File: src/rtl/core/ctm_pkg.sv
`timescale 1ns / 1ps
// ----------------------------------------------------------------------------
// ctm_pkg
// Shared types, codes and helpers for the cron table minute matcher.
// ----------------------------------------------------------------------------
package ctm_pkg;

  localparam int MAX_JOBS = 16;
  localparam int IDX_W    = $clog2(MAX_JOBS);
  localparam int CNT_W    = $clog2(MAX_JOBS + 1);

  // action codes
  localparam logic [1:0] ACT_ADD   = 2'd0;
  localparam logic [1:0] ACT_CLEAR = 2'd1;
  localparam logic [1:0] ACT_TICK  = 2'd2;

  // command codes
  localparam logic [2:0] CMD_NONE  = 3'd0;
  localparam logic [2:0] CMD_OPEN  = 3'd1;
  localparam logic [2:0] CMD_CLOSE = 3'd2;
  localparam logic [2:0] CMD_OFF   = 3'd3;
  localparam logic [2:0] CMD_TEST  = 3'd4;

  typedef struct packed {
    logic [1:0] action;
    logic [5:0] minute;
    logic       minute_any;
    logic [4:0] hour;
    logic       hour_any;
    logic [4:0] mday;
    logic       mday_any;
    logic [3:0] month;
    logic       month_any;
    logic [2:0] wday;
    logic       wday_any;
    logic [2:0] command;
  } ctm_in_t;

  typedef struct packed {
    logic       fired;
    logic [2:0] fired_command;
    logic [3:0] job_index;
    logic [4:0] job_count;
    logic       table_full;
    logic       last;
  } ctm_out_t;

  // one stored job, 31 bits
  typedef struct packed {
    logic [5:0] minute;
    logic       minute_any;
    logic [4:0] hour;
    logic       hour_any;
    logic [4:0] mday;
    logic       mday_any;
    logic [3:0] month;
    logic       month_any;
    logic [2:0] wday;
    logic       wday_any;
    logic [2:0] command;
  } job_entry_t;

  // current calendar fields of a tick
  typedef struct packed {
    logic [5:0] minute;
    logic [4:0] hour;
    logic [4:0] mday;
    logic [3:0] month;
    logic [2:0] wday;
  } tick_t;

  // 3-bit weekday mod 7: only 7 wraps to sunday
  function automatic logic [2:0] wday_mod7(input logic [2:0] wd);
    logic [2:0] res;
    res = (wd == 3'd7) ? 3'd0 : wd;
    return res;
  endfunction

endpackage

File: src/rtl/core/ctm_if.sv
`timescale 1ns / 1ps
// ----------------------------------------------------------------------------
// ctm_if
// Valid/ready channels for the job items and the match results.
// ----------------------------------------------------------------------------
interface ctm_in_if import ctm_pkg::*; ();
  logic    valid;
  logic    ready;
  ctm_in_t payload;

  modport source (output valid, output payload, input ready);
  modport sink   (input valid, input payload, output ready);
endinterface

interface ctm_out_if import ctm_pkg::*; ();
  logic     valid;
  logic     ready;
  ctm_out_t payload;

  modport source (output valid, output payload, input ready);
  modport sink   (input valid, input payload, output ready);
endinterface

File: src/rtl/core/cron_table_minute_matcher_unit.sv
`timescale 1ns / 1ps
// ----------------------------------------------------------------------------
// cron_table_minute_matcher_unit
// Job table with wildcard calendar matching, walked newest to oldest.
// ----------------------------------------------------------------------------
// Usage:
//   in_chan carries one item per transaction: add a job, clear the table,
//   or a minute tick with the current calendar fields. out_chan returns the
//   results; every item gives at least one, and the final one has last = 1.
//   An add answers with the slot it wrote, or table_full when 16 jobs are
//   stored. A tick gives one result per matching job with a known command,
//   newest slot first, or one empty result when nothing fires.
// Timing:
//   in_chan.ready is high only while the block is idle. An add, clear or
//   unused action is accepted, then executed into the output register. For
//   a tick, the table is a memory with one write port and a registered read,
//   and the walk compares one slot per cycle through one compare unit,
//   except while it pauses as described below.
// Stalls and reset:
//   The output register holds a result until out_chan.ready; the walk
//   pauses when a further result is found while the previous one waits.
//   Reset empties the table (count to zero) and drops any pending result.
// ----------------------------------------------------------------------------
module cron_table_minute_matcher_unit
  import ctm_pkg::*;
(
  input  logic             clk,
  input  logic             rst_n,
  ctm_in_if.sink           in_chan,
  ctm_out_if.source        out_chan
);

  typedef enum logic [3:0] {
    S_IDLE = 4'b0001,
    S_EXEC = 4'b0010,
    S_WALK = 4'b0100,
    S_FIN  = 4'b1000
  } state_t;

  state_t            state_r, state_nxt;
  ctm_in_t           item_r;
  logic [CNT_W-1:0]  count_r, count_nxt;
  logic [IDX_W-1:0]  ptr_r, ptr_nxt;
  logic              have_pend_r, have_pend_nxt;
  logic [2:0]        pend_cmd_r, pend_cmd_nxt;
  logic [IDX_W-1:0]  pend_idx_r, pend_idx_nxt;

  job_entry_t        mem [MAX_JOBS];
  job_entry_t        rd_data_r;
  job_entry_t        wr_entry;
  logic              wr_en;

  tick_t             tick;
  logic              fire;

  logic              out_valid_r;
  ctm_out_t          out_r;
  logic              can_load;
  logic              ld;
  ctm_out_t          ld_data;

  logic              accept;

  assign accept   = in_chan.valid & in_chan.ready;
  assign can_load = ~out_valid_r | out_chan.ready;

  assign in_chan.ready    = (state_r == S_IDLE);
  assign out_chan.valid   = out_valid_r;
  assign out_chan.payload = out_r;

  always_comb begin
    wr_entry.minute     = item_r.minute;
    wr_entry.minute_any = item_r.minute_any;
    wr_entry.hour       = item_r.hour;
    wr_entry.hour_any   = item_r.hour_any;
    wr_entry.mday       = item_r.mday;
    wr_entry.mday_any   = item_r.mday_any;
    wr_entry.month      = item_r.month;
    wr_entry.month_any  = item_r.month_any;
    wr_entry.wday       = item_r.wday;
    wr_entry.wday_any   = item_r.wday_any;
    wr_entry.command    = item_r.command;

    tick.minute = item_r.minute;
    tick.hour   = item_r.hour;
    tick.mday   = item_r.mday;
    tick.month  = item_r.month;
    tick.wday   = item_r.wday;
  end

  ctm_entry_match u_match (
    .entry (rd_data_r),
    .tick  (tick),
    .fire  (fire)
  );

  always_comb begin
    state_nxt     = state_r;
    count_nxt     = count_r;
    ptr_nxt       = ptr_r;
    have_pend_nxt = have_pend_r;
    pend_cmd_nxt  = pend_cmd_r;
    pend_idx_nxt  = pend_idx_r;
    wr_en         = 1'b0;
    ld            = 1'b0;
    ld_data       = '0;
    ld_data.last  = 1'b1;

    unique case (state_r)
      S_IDLE: begin
        if (accept) begin
          state_nxt = S_EXEC;
        end
      end
      S_EXEC: begin
        case (item_r.action)
          ACT_ADD: begin
            if (can_load) begin
              ld        = 1'b1;
              state_nxt = S_IDLE;
              if (count_r == CNT_W'(MAX_JOBS)) begin
                ld_data.table_full = 1'b1;
                ld_data.job_count  = 5'(count_r);
              end else begin
                wr_en             = 1'b1;
                count_nxt         = count_r + 1'b1;
                ld_data.job_index = 4'(count_r[IDX_W-1:0]);
                ld_data.job_count = 5'(count_nxt);
              end
            end
          end
          ACT_CLEAR: begin
            if (can_load) begin
              ld        = 1'b1;
              count_nxt = '0;
              state_nxt = S_IDLE;
            end
          end
          ACT_TICK: begin
            have_pend_nxt = 1'b0;
            if (count_r == '0) begin
              state_nxt = S_FIN;
            end else begin
              ptr_nxt   = IDX_W'(count_r - 1'b1);
              state_nxt = S_WALK;
            end
          end
          default: begin
            if (can_load) begin
              ld                = 1'b1;
              ld_data.job_count = 5'(count_r);
              state_nxt         = S_IDLE;
            end
          end
        endcase
      end
      S_WALK: begin
        // a second hit must wait until the previous one can be sent
        if (!(fire && have_pend_r && !can_load)) begin
          if (fire) begin
            if (have_pend_r) begin
              ld                    = 1'b1;
              ld_data.fired         = 1'b1;
              ld_data.fired_command = pend_cmd_r;
              ld_data.job_index     = 4'(pend_idx_r);
              ld_data.job_count     = 5'(count_r);
              ld_data.last          = 1'b0;
            end
            have_pend_nxt = 1'b1;
            pend_cmd_nxt  = rd_data_r.command;
            pend_idx_nxt  = ptr_r;
          end
          if (ptr_r == '0) begin
            state_nxt = S_FIN;
          end else begin
            ptr_nxt = ptr_r - 1'b1;
          end
        end
      end
      S_FIN: begin
        if (can_load) begin
          ld                = 1'b1;
          ld_data.job_count = 5'(count_r);
          if (have_pend_r) begin
            ld_data.fired         = 1'b1;
            ld_data.fired_command = pend_cmd_r;
            ld_data.job_index     = 4'(pend_idx_r);
          end
          state_nxt = S_IDLE;
        end
      end
      default: begin
        state_nxt = S_IDLE;
      end
    endcase
  end

  // job table: one write port, registered read following the walk pointer
  always_ff @(posedge clk) begin
    if (wr_en) begin
      mem[count_r[IDX_W-1:0]] <= wr_entry;
    end
    rd_data_r <= mem[ptr_nxt];
  end

  always_ff @(posedge clk) begin
    if (!rst_n) begin
      state_r     <= S_IDLE;
      count_r     <= '0;
      have_pend_r <= 1'b0;
      out_valid_r <= 1'b0;
    end else begin
      state_r     <= state_nxt;
      count_r     <= count_nxt;
      have_pend_r <= have_pend_nxt;
      if (ld) begin
        out_valid_r <= 1'b1;
      end else if (out_chan.ready) begin
        out_valid_r <= 1'b0;
      end
    end
  end

  always_ff @(posedge clk) begin
    ptr_r      <= ptr_nxt;
    pend_cmd_r <= pend_cmd_nxt;
    pend_idx_r <= pend_idx_nxt;
    if (accept) begin
      item_r <= in_chan.payload;
    end
    if (ld) begin
      out_r <= ld_data;
    end
  end

endmodule

File: src/rtl/core/ctm_entry_match.sv
`timescale 1ns / 1ps
// ----------------------------------------------------------------------------
// ctm_entry_match
// Compare unit shared by the table walk: one stored job against a tick.
// ----------------------------------------------------------------------------
module ctm_entry_match
  import ctm_pkg::*;
(
  input  job_entry_t entry,
  input  tick_t      tick,
  output logic       fire
);

  logic min_ok, hr_ok, mday_ok, mon_ok, wday_ok, cmd_ok;

  always_comb begin
    min_ok  = entry.minute_any | (entry.minute == tick.minute);
    hr_ok   = entry.hour_any   | (entry.hour == tick.hour);
    mday_ok = entry.mday_any   | (entry.mday == tick.mday);
    mon_ok  = entry.month_any  | (entry.month == tick.month);
    // tick weekday is compared as given, so a tick weekday of 7 never hits a job that names a weekday
    wday_ok = entry.wday_any   | (wday_mod7(entry.wday) == tick.wday);
    cmd_ok  = (entry.command >= CMD_OPEN) && (entry.command <= CMD_TEST);
    fire    = min_ok & hr_ok & mday_ok & mon_ok & wday_ok & cmd_ok;
  end

endmodule

File: src/flat_wrapper.sv
// flat-port wrapper written by rule: the top's interface ports become plain ports
module cron_table_minute_matcher_unit_flat import ctm_pkg::*;
  (clk, rst_n, in_chan_valid, in_chan_payload, in_chan_ready, out_chan_valid, out_chan_payload, out_chan_ready);
  ctm_in_if in_chan_i ();
  ctm_out_if out_chan_i ();
  input  logic clk;
  input  logic rst_n;
  input wire logic [$bits(in_chan_i.valid)-1:0] in_chan_valid;
  input wire logic [$bits(in_chan_i.payload)-1:0] in_chan_payload;
  output wire logic [$bits(in_chan_i.ready)-1:0] in_chan_ready;
  output wire logic [$bits(out_chan_i.valid)-1:0] out_chan_valid;
  output wire logic [$bits(out_chan_i.payload)-1:0] out_chan_payload;
  input wire logic [$bits(out_chan_i.ready)-1:0] out_chan_ready;
  assign in_chan_i.valid = in_chan_valid;
  assign in_chan_i.payload = in_chan_payload;
  assign in_chan_ready = in_chan_i.ready;
  assign out_chan_valid = out_chan_i.valid;
  assign out_chan_payload = out_chan_i.payload;
  assign out_chan_i.ready = out_chan_ready;
  cron_table_minute_matcher_unit u_core (.clk(clk), .rst_n(rst_n), .in_chan(in_chan_i), .out_chan(out_chan_i));
endmodule
File: config.mk
export PLATFORM = sky130hd
export DESIGN_NAME = cron_table_minute_matcher_unit_flat
export DESIGN_NICKNAME = d
export VERILOG_FILES = /design/src/rtl/core/ctm_pkg.sv /design/src/rtl/core/ctm_if.sv /design/src/rtl/core/cron_table_minute_matcher_unit.sv /design/src/rtl/core/ctm_entry_match.sv /design/src/flat_wrapper.sv
export SDC_FILE = /design/constraint.sdc
export NUM_CORES = 1
export LEC_CHECK = 0
export BUFFER_PORTS_ARGS = -buffer_cell sky130_fd_sc_hd__clkbuf_2
export CAP_MARGIN = 30
export CORE_ASPECT_RATIO = 0.8
export CORE_MARGIN = 2
export CORE_UTILIZATION = 58
export CTS_BUF_LIST = sky130_fd_sc_hd__clkbuf_8
export DETAILED_ROUTE_END_ITERATION = 7
export PLACE_DENSITY = 0.78
export SLEW_MARGIN = 20
export SYNTH_ARGS = -nofsm -noshare
export SYNTH_HDL_FRONTEND = slang
export SYNTH_SLANG_ARGS = --single-unit
File: constraint.sdc
create_clock -name clk -period 3.33 [get_ports clk]
set_clock_uncertainty 0.05 [all_clocks]
set_input_delay 0.333 -clock clk [delete_from_list [all_inputs] [get_ports clk]]
set_output_delay 0.333 -clock clk [all_outputs]
set_load 0.005 [all_outputs]
Yosys cells after proc, flatten, opt, wreduce, memory -nomap -nowiden --
Memories as Yosys holds them, arrays and structs flattened. A register that Yosys moved wholly into a read port is not among the register bits. Index checks and enable logic that the tools add are counted. W data, S select, Z words.
Word-level totals: RAM bits 496, bits of input ports 37, register bits after elaboration 70, output and inout bits 17, memories kept 1
Memories:
- u_core.mem | depth 16, width 31, rd ports 1, clocked after Yosys merged registers in 1, write ports 1, line cron_table_minute_matcher_unit.sv:48 | job_entry_t mem [MAX_JOBS];
Operators by class: reductions and logical operators 17, $lt $le $gt $ge 2, add/sub/neg operators 3, muxes and demuxes 49, equality and inequality tests 20, bitwise logic cells 16
Operators by type and width (number):
- $mux W13 | 4
- $mux W4 | 12
- $pmux W9 S3 | 1
- $mux W5 | 4
- $pmux W5 S2 | 2
- $mux W1 | 18
- $pmux W4 S2 | 2
- $pmux W4 S4 | 1
- $eq A5 B5 Y1 | 2
- $mux W10 | 1
- $reduce_and A3 Y1 | 3
- $mux W8 | 1
- $ne A2 B1 Y1 const B | 4
- $reduce_and A4 Y1 | 2
- $sub A4 B1 Y4 const B | 2
- $and A1 B1 Y1 | 6
- $eq A6 B6 Y1 | 1
- $ne A2 B2 Y1 const B | 3
- $or A1 B1 Y1 | 6
- $reduce_bool A2 Y1 | 3
- $add A5 B1 Y5 const B | 1
- $eq A5 B5 Y1 const B | 1
- $logic_not A5 Y1 | 1
- $eq A4 B1 Y1 const B | 1
- 20 further kinds | 25

Longest topological paths before layout --
depth in word-level cells 12, gate-level depth with buffers 15

Modules after synthesis --
Synthesis repeated with hierarchy kept, for this count alone.
Second synthesis, totals: cells, all modules 1702, area total of the unflattened synthesis 23364.9 um2
Modules (own cells, without submodules):
- cron_table_minute_matcher_unit | seq. area each 17466.8 um2, area an instance 23029.6 um2, times used 1, cells each 1661
- ctm_entry_match | seq. area each 0.0 um2, area an instance 335.3 um2, times used 1, cells each 41

Worst setup path before layout --
OpenSTA, ideal clock, no wires.
kind reg-to-reg, start register u_core.state_r[1], end memory u_core.mem[15][0] (netlist bit), enable pin, stages on the path, launching flop included 8, arrival time 3101 ps, period minus slack after synthesis 3571 ps, path slack -241 ps, setup time 419 ps, required time 2861 ps, path through dfxtp_1 clkbuf_1 or4b_1 or3_1 clkbuf_1 nor2_1 nand2_1 nor2_1
Between the ends: longest elaborated chain between the ends 4
RTL lines:
- start: declaration | line cron_table_minute_matcher_unit.sv:40 | state_t state_r, state_nxt;
- start signal: assignment | line cron_table_minute_matcher_unit.sv:213 | state_r <= state_nxt;
- $eq A4 B2 Y1 | line cron_table_minute_matcher_unit.sv:109 | unique case (state_r)
- $mux W1 | line cron_table_minute_matcher_unit.sv:109
- $mux W1 | line cron_table_minute_matcher_unit.sv:200 | if (wr_en) begin
- $mux W1 (not written as such) | line cron_table_minute_matcher_unit.sv:201 | mem[count_r[IDX_W-1:0]] <= wr_entry;
- end: declaration | line cron_table_minute_matcher_unit.sv:48
No other way between the ends.

Worst setup path after layout --
start register u_core.item_r[27] (netlist bit), end register, netlist name u_core.rd_data_r[24]
Between the ends: longest elaborated chain between the ends 11
RTL lines:
- start: declaration | line cron_table_minute_matcher_unit.sv:41 | ctm_in_t item_r;
- start signal: assignment | line cron_table_minute_matcher_unit.sv:229 | item_r <= in_chan.payload;
- $eq A6 B6 Y1 | line ctm_entry_match.sv:17 | min_ok = entry.minute_any | (entry.minute == tick.minute);
- $or A1 B1 Y1 | line ctm_entry_match.sv:17
- $and A1 B1 Y1 (5 in series) | line ctm_entry_match.sv:24 | fire = min_ok & hr_ok & mday_ok & mon_ok & wday_ok & cmd_ok;
- $logic_and A1 B1 Y1 (2 in series) | line cron_table_minute_matcher_unit.sv:159 | if (!(fire && have_pend_r && !can_load)) begin
- $mux W4 | line cron_table_minute_matcher_unit.sv:159
- $pmux W4 S2 | line cron_table_minute_matcher_unit.sv:109
No other way between the ends. A chain may end at the register's enable or synchronous reset.

==> metrics <==
status=finished, violations left; failing checks=setup timing; CP Launch Type=flop; RSZ-0062 raised after global routing=yes; Critical Path AT=3.77 ns; DRC=0; Crit path max-delay family=simple AND/OR/NAND/NOR gates; Worst-Skew Late Latency=0.66 ns; vias=15300; max cap viols=0; Setup Total Neg Slack=-0.0175 ns; worst setup path startpoint=u_core.item_r[27]$_DFFE_PP_; initial core utilization=58.7%; FFs w/ async S/R, synth=0%; GRT Residual Overflow=0; Area Overhead vs Synth=18.6%; Worst Hold Class=primary input to flop; DR vias/cell=5.92; final worst path period share=101%; critical path type=flop to flop; core box area=39400 um2; Routability Congestion=0.879; Tot GR Track Use=28.5%; clock-pin slew on the worst setup and hold paths=0.06 ns; CTS buffer count=87; antenna violations before repair=0; critical path peak fanout=39; pre-CTS setup slack=-0.286 ns; Largest stage delay, worst path=0.58 ns; Post-Syn Nets=1797; final net count=2015; vias in the first global route=15100; reg2reg start=u_core.item_r[27]$_DFFE_PP_; DR WL/cell=22.4 um; Gate Count Post-Synth=1753; max-slew violations=0; CTS sink cnt=597; chip height=183 um; Tmin final=3.35 ns; Synth Area per Inst=13.2 um2; std cell rows=65; Critical Path Slowest Stage Cell=xnor2_1; Post-DP HPWL=33100 um; min-delay src=out_chan_ready; CP bufs+invs=3; largest net degree at the start of global routing=78; Die Width=227 um; Yosys reg bits=597; final setup fails=1; Synth cell types=52; Final Hold Fails=0; Synth Warn #=0; Final ANT Viol Nets=0; layout cells sized above 1=16.8%; I/O Pins=54; Worst setup EP type=flop; sequential share of the synthesized area=75.4%; I/O Buffers=53; first-pass GRT wire length=87300 um; maximum vdd ir drop=0.540 mV; Post-Syn Area=23200 um2; Initial DRC Count=1903; Hold Slack=0.0522 ns; router iterations before antenna repair=5; Worst Setup Slack, final=-0.0175 ns; TritonCTS clock tree=built; Clock Tree Buf Depth=3; worst slew pin tran=0.793 ns; Leak=9.89 nW; Root Driver=clkbuf_8; worst path cell trace=xnor2_1 > a31oi_1 > or3_1 > o41ai_2 > buf_4 > a21oi_4 > clkbuf_16 > buf_4 > nand2_1 > nand3_1 > nand3_1 > nand4_1; ys flop type=edfxtp_1; Die ar.=41600 um2; Post-synth EDFFs=551; f_max=299 MHz; max_slew headroom=46.4%; PwrDens=673 nW/um2; CTS H-tree depth=3; routed wire length=57900 um; worst path required time=3.75 ns
==> cell type report <==
| cell class | instances | area, um2 |
|---|---|---|
| antenna | 1 | 2.50 |
| clock buffer | 99 | 1360 |
| clock inverter | 63 | 309 |
| fill | 2596 | 12000 |
| inverter | 8 | 37.5 |
| multi-input combinational | 1051 | 5370 |
| sequential | 597 | 17500 |
| tap | 536 | 671 |
| timing repair buffer | 226 | 2250 |
==> cells in the mapped netlist (4+ instances only) <==
cell | count | share of area (%)
and3_1 | 6 | 0.16
nand2_1 | 473 | 7.7
nor4b_1 | 4 | 0.15
xnor2_1 | 11 | 0.42
dfxtp_1 | 46 | 4.0
nor3_1 | 5 | 0.11
a22o_1 | 4 | 0.15
a21boi_0 | 4 | 0.13
nor2b_1 | 6 | 0.16
ha_1 | 7 | 0.38
xor2_1 | 16 | 0.60
buf_2 | 42 | 0.91
mux2i_1 | 34 | 1.5
or3_1 | 5 | 0.14
clkbuf_1 | 46 | 0.75
nand4_1 | 21 | 0.57
nor2_1 | 18 | 0.29
inv_1 | 6 | 0.097
buf_1 | 6 | 0.097
o21ai_0 | 14 | 0.30
edfxtp_1 | 551 | 71
and2_1 | 18 | 0.49
a31oi_1 | 4 | 0.11
a32oi_1 | 11 | 0.42
nand3_1 | 343 | 7.4
a21oi_1 | 10 | 0.22
==> logic make-up after synthesis <==
kind of cell	after synthesis	share of synthesized area (%)
AOI/OAI and AO/OA	66	1.98
xor gates and xnor gates	27	1.02
and+or+nand+nor	917	17.8
adders and majority gates	7	0.378
DFF	597	75.4
buffers and inverters	105	1.98
muxes	34	1.47
==> what timing repair did <==
item,CTS,global route
hold buffers,34,0
cloned,0,1
pin swaps,1,0
buffers inserted,0,3
gates resized for setup,3,8
setup endpoints to repair,31,40
endpoints found under the hold margin,41,0
==> power breakdown <==
| group | total (mW) | leakage, nW | switching (mW) | internal [mW] |
|---|---|---|---|---|
| Sequential | 8.72 | 5.37 | 0.217 | 8.50 |
| Clock | 5.57 | 0.975 | 2.75 | 2.82 |
| Combinational | 4.19 | 3.55 | 2.58 | 1.62 |
| Total | 18.5 | 9.89 | 5.55 | 12.9 |
==> path summary, 6_finish.rpt <==
check / endpoint / slack [ns] / depth (start not counted)
setup / recovery: u_core.rd_data_r[24]$_DFF_P_ / -0.02 / 12
hold / removal: u_core.out_chan.valid$_SDFFE_PN0P_ / 0.05 / 3
setup reg to reg: u_core.rd_data_r[24]$_DFF_P_ / -0.02 / 12
hold reg to reg: u_core.pend_idx_r[1]$_DFFE_PP_ / 0.42 / 0
==> worst register-to-register path: stages (launching register included) <==
cell	delay, ns
edfxtp_1	0.45
xnor2_1	0.58
a31oi_1	0.22
or3_1	0.43
o41ai_2	0.33
buf_4	0.18
a21oi_4	0.06
clkbuf_16	0.24
buf_4	0.23
nand2_1	0.06
nand3_1	0.07
nand3_1	0.10
nand4_1	0.18
==> layer usage <==
metal	track usage (%)	up-vias	share of wire (%)
li1	-	6829	-
met1	39.8	7400	39
met2	45.6	912	48
met3	4.84	134	9.8
met4	10.3	0	3.2
met5	0	-	0
==> cell usage in the layout (no fill, tap or decap), types with 13 or more instances in the layout <==
cell / instances
inv_1: 40
clkbuf_8: 99
dlygate4sd3_1: 34
xor2_1: 15
buf_12: 46
nand4_1: 21
buf_4: 91
mux2i_1: 34
nand2_1: 473
clkbuf_2: 53
and2_2: 13
o21ai_0: 14
nand3_1: 343
dfxtp_1: 46
edfxtp_1: 551
clkinv_1: 13
nor2_1: 16
==> through the flow <==
stage / cell area (um2) / cells / power [mW] / util [%]
after floorplan: 23200 / 1753 / 11.2 / -
after global placement: 25300 / 2380 / 12.7 / 64.3
after detailed placement: 25300 / 2380 / 12.9 / 64.3
after CTS: 27400 / 2576 / 18.4 / 69.4
after global routing: 27500 / 2580 / 19.3 / 69.6
final: 27500 / 2581 / 18.5 / 69.6
==> flip-flops by register name, indices dropped and copies added (netlist names) <==
| name | cells |
|---|---|
| u_core.have_pend_r | 1 |
| u_core.rd_data_r | 31 |
| u_core.count_r | 5 |
| u_core.mem | 496 |
| u_core.ptr_r | 4 |
| u_core.pend_idx_r | 4 |
| u_core.out_chan.payload | 15 |
| u_core.state_r | 4 |
| u_core.item_r | 33 |
| u_core.pend_cmd_r | 3 |
| u_core.out_chan.valid | 1 |
Note: power is estimated with default switching activity, not from simulation.
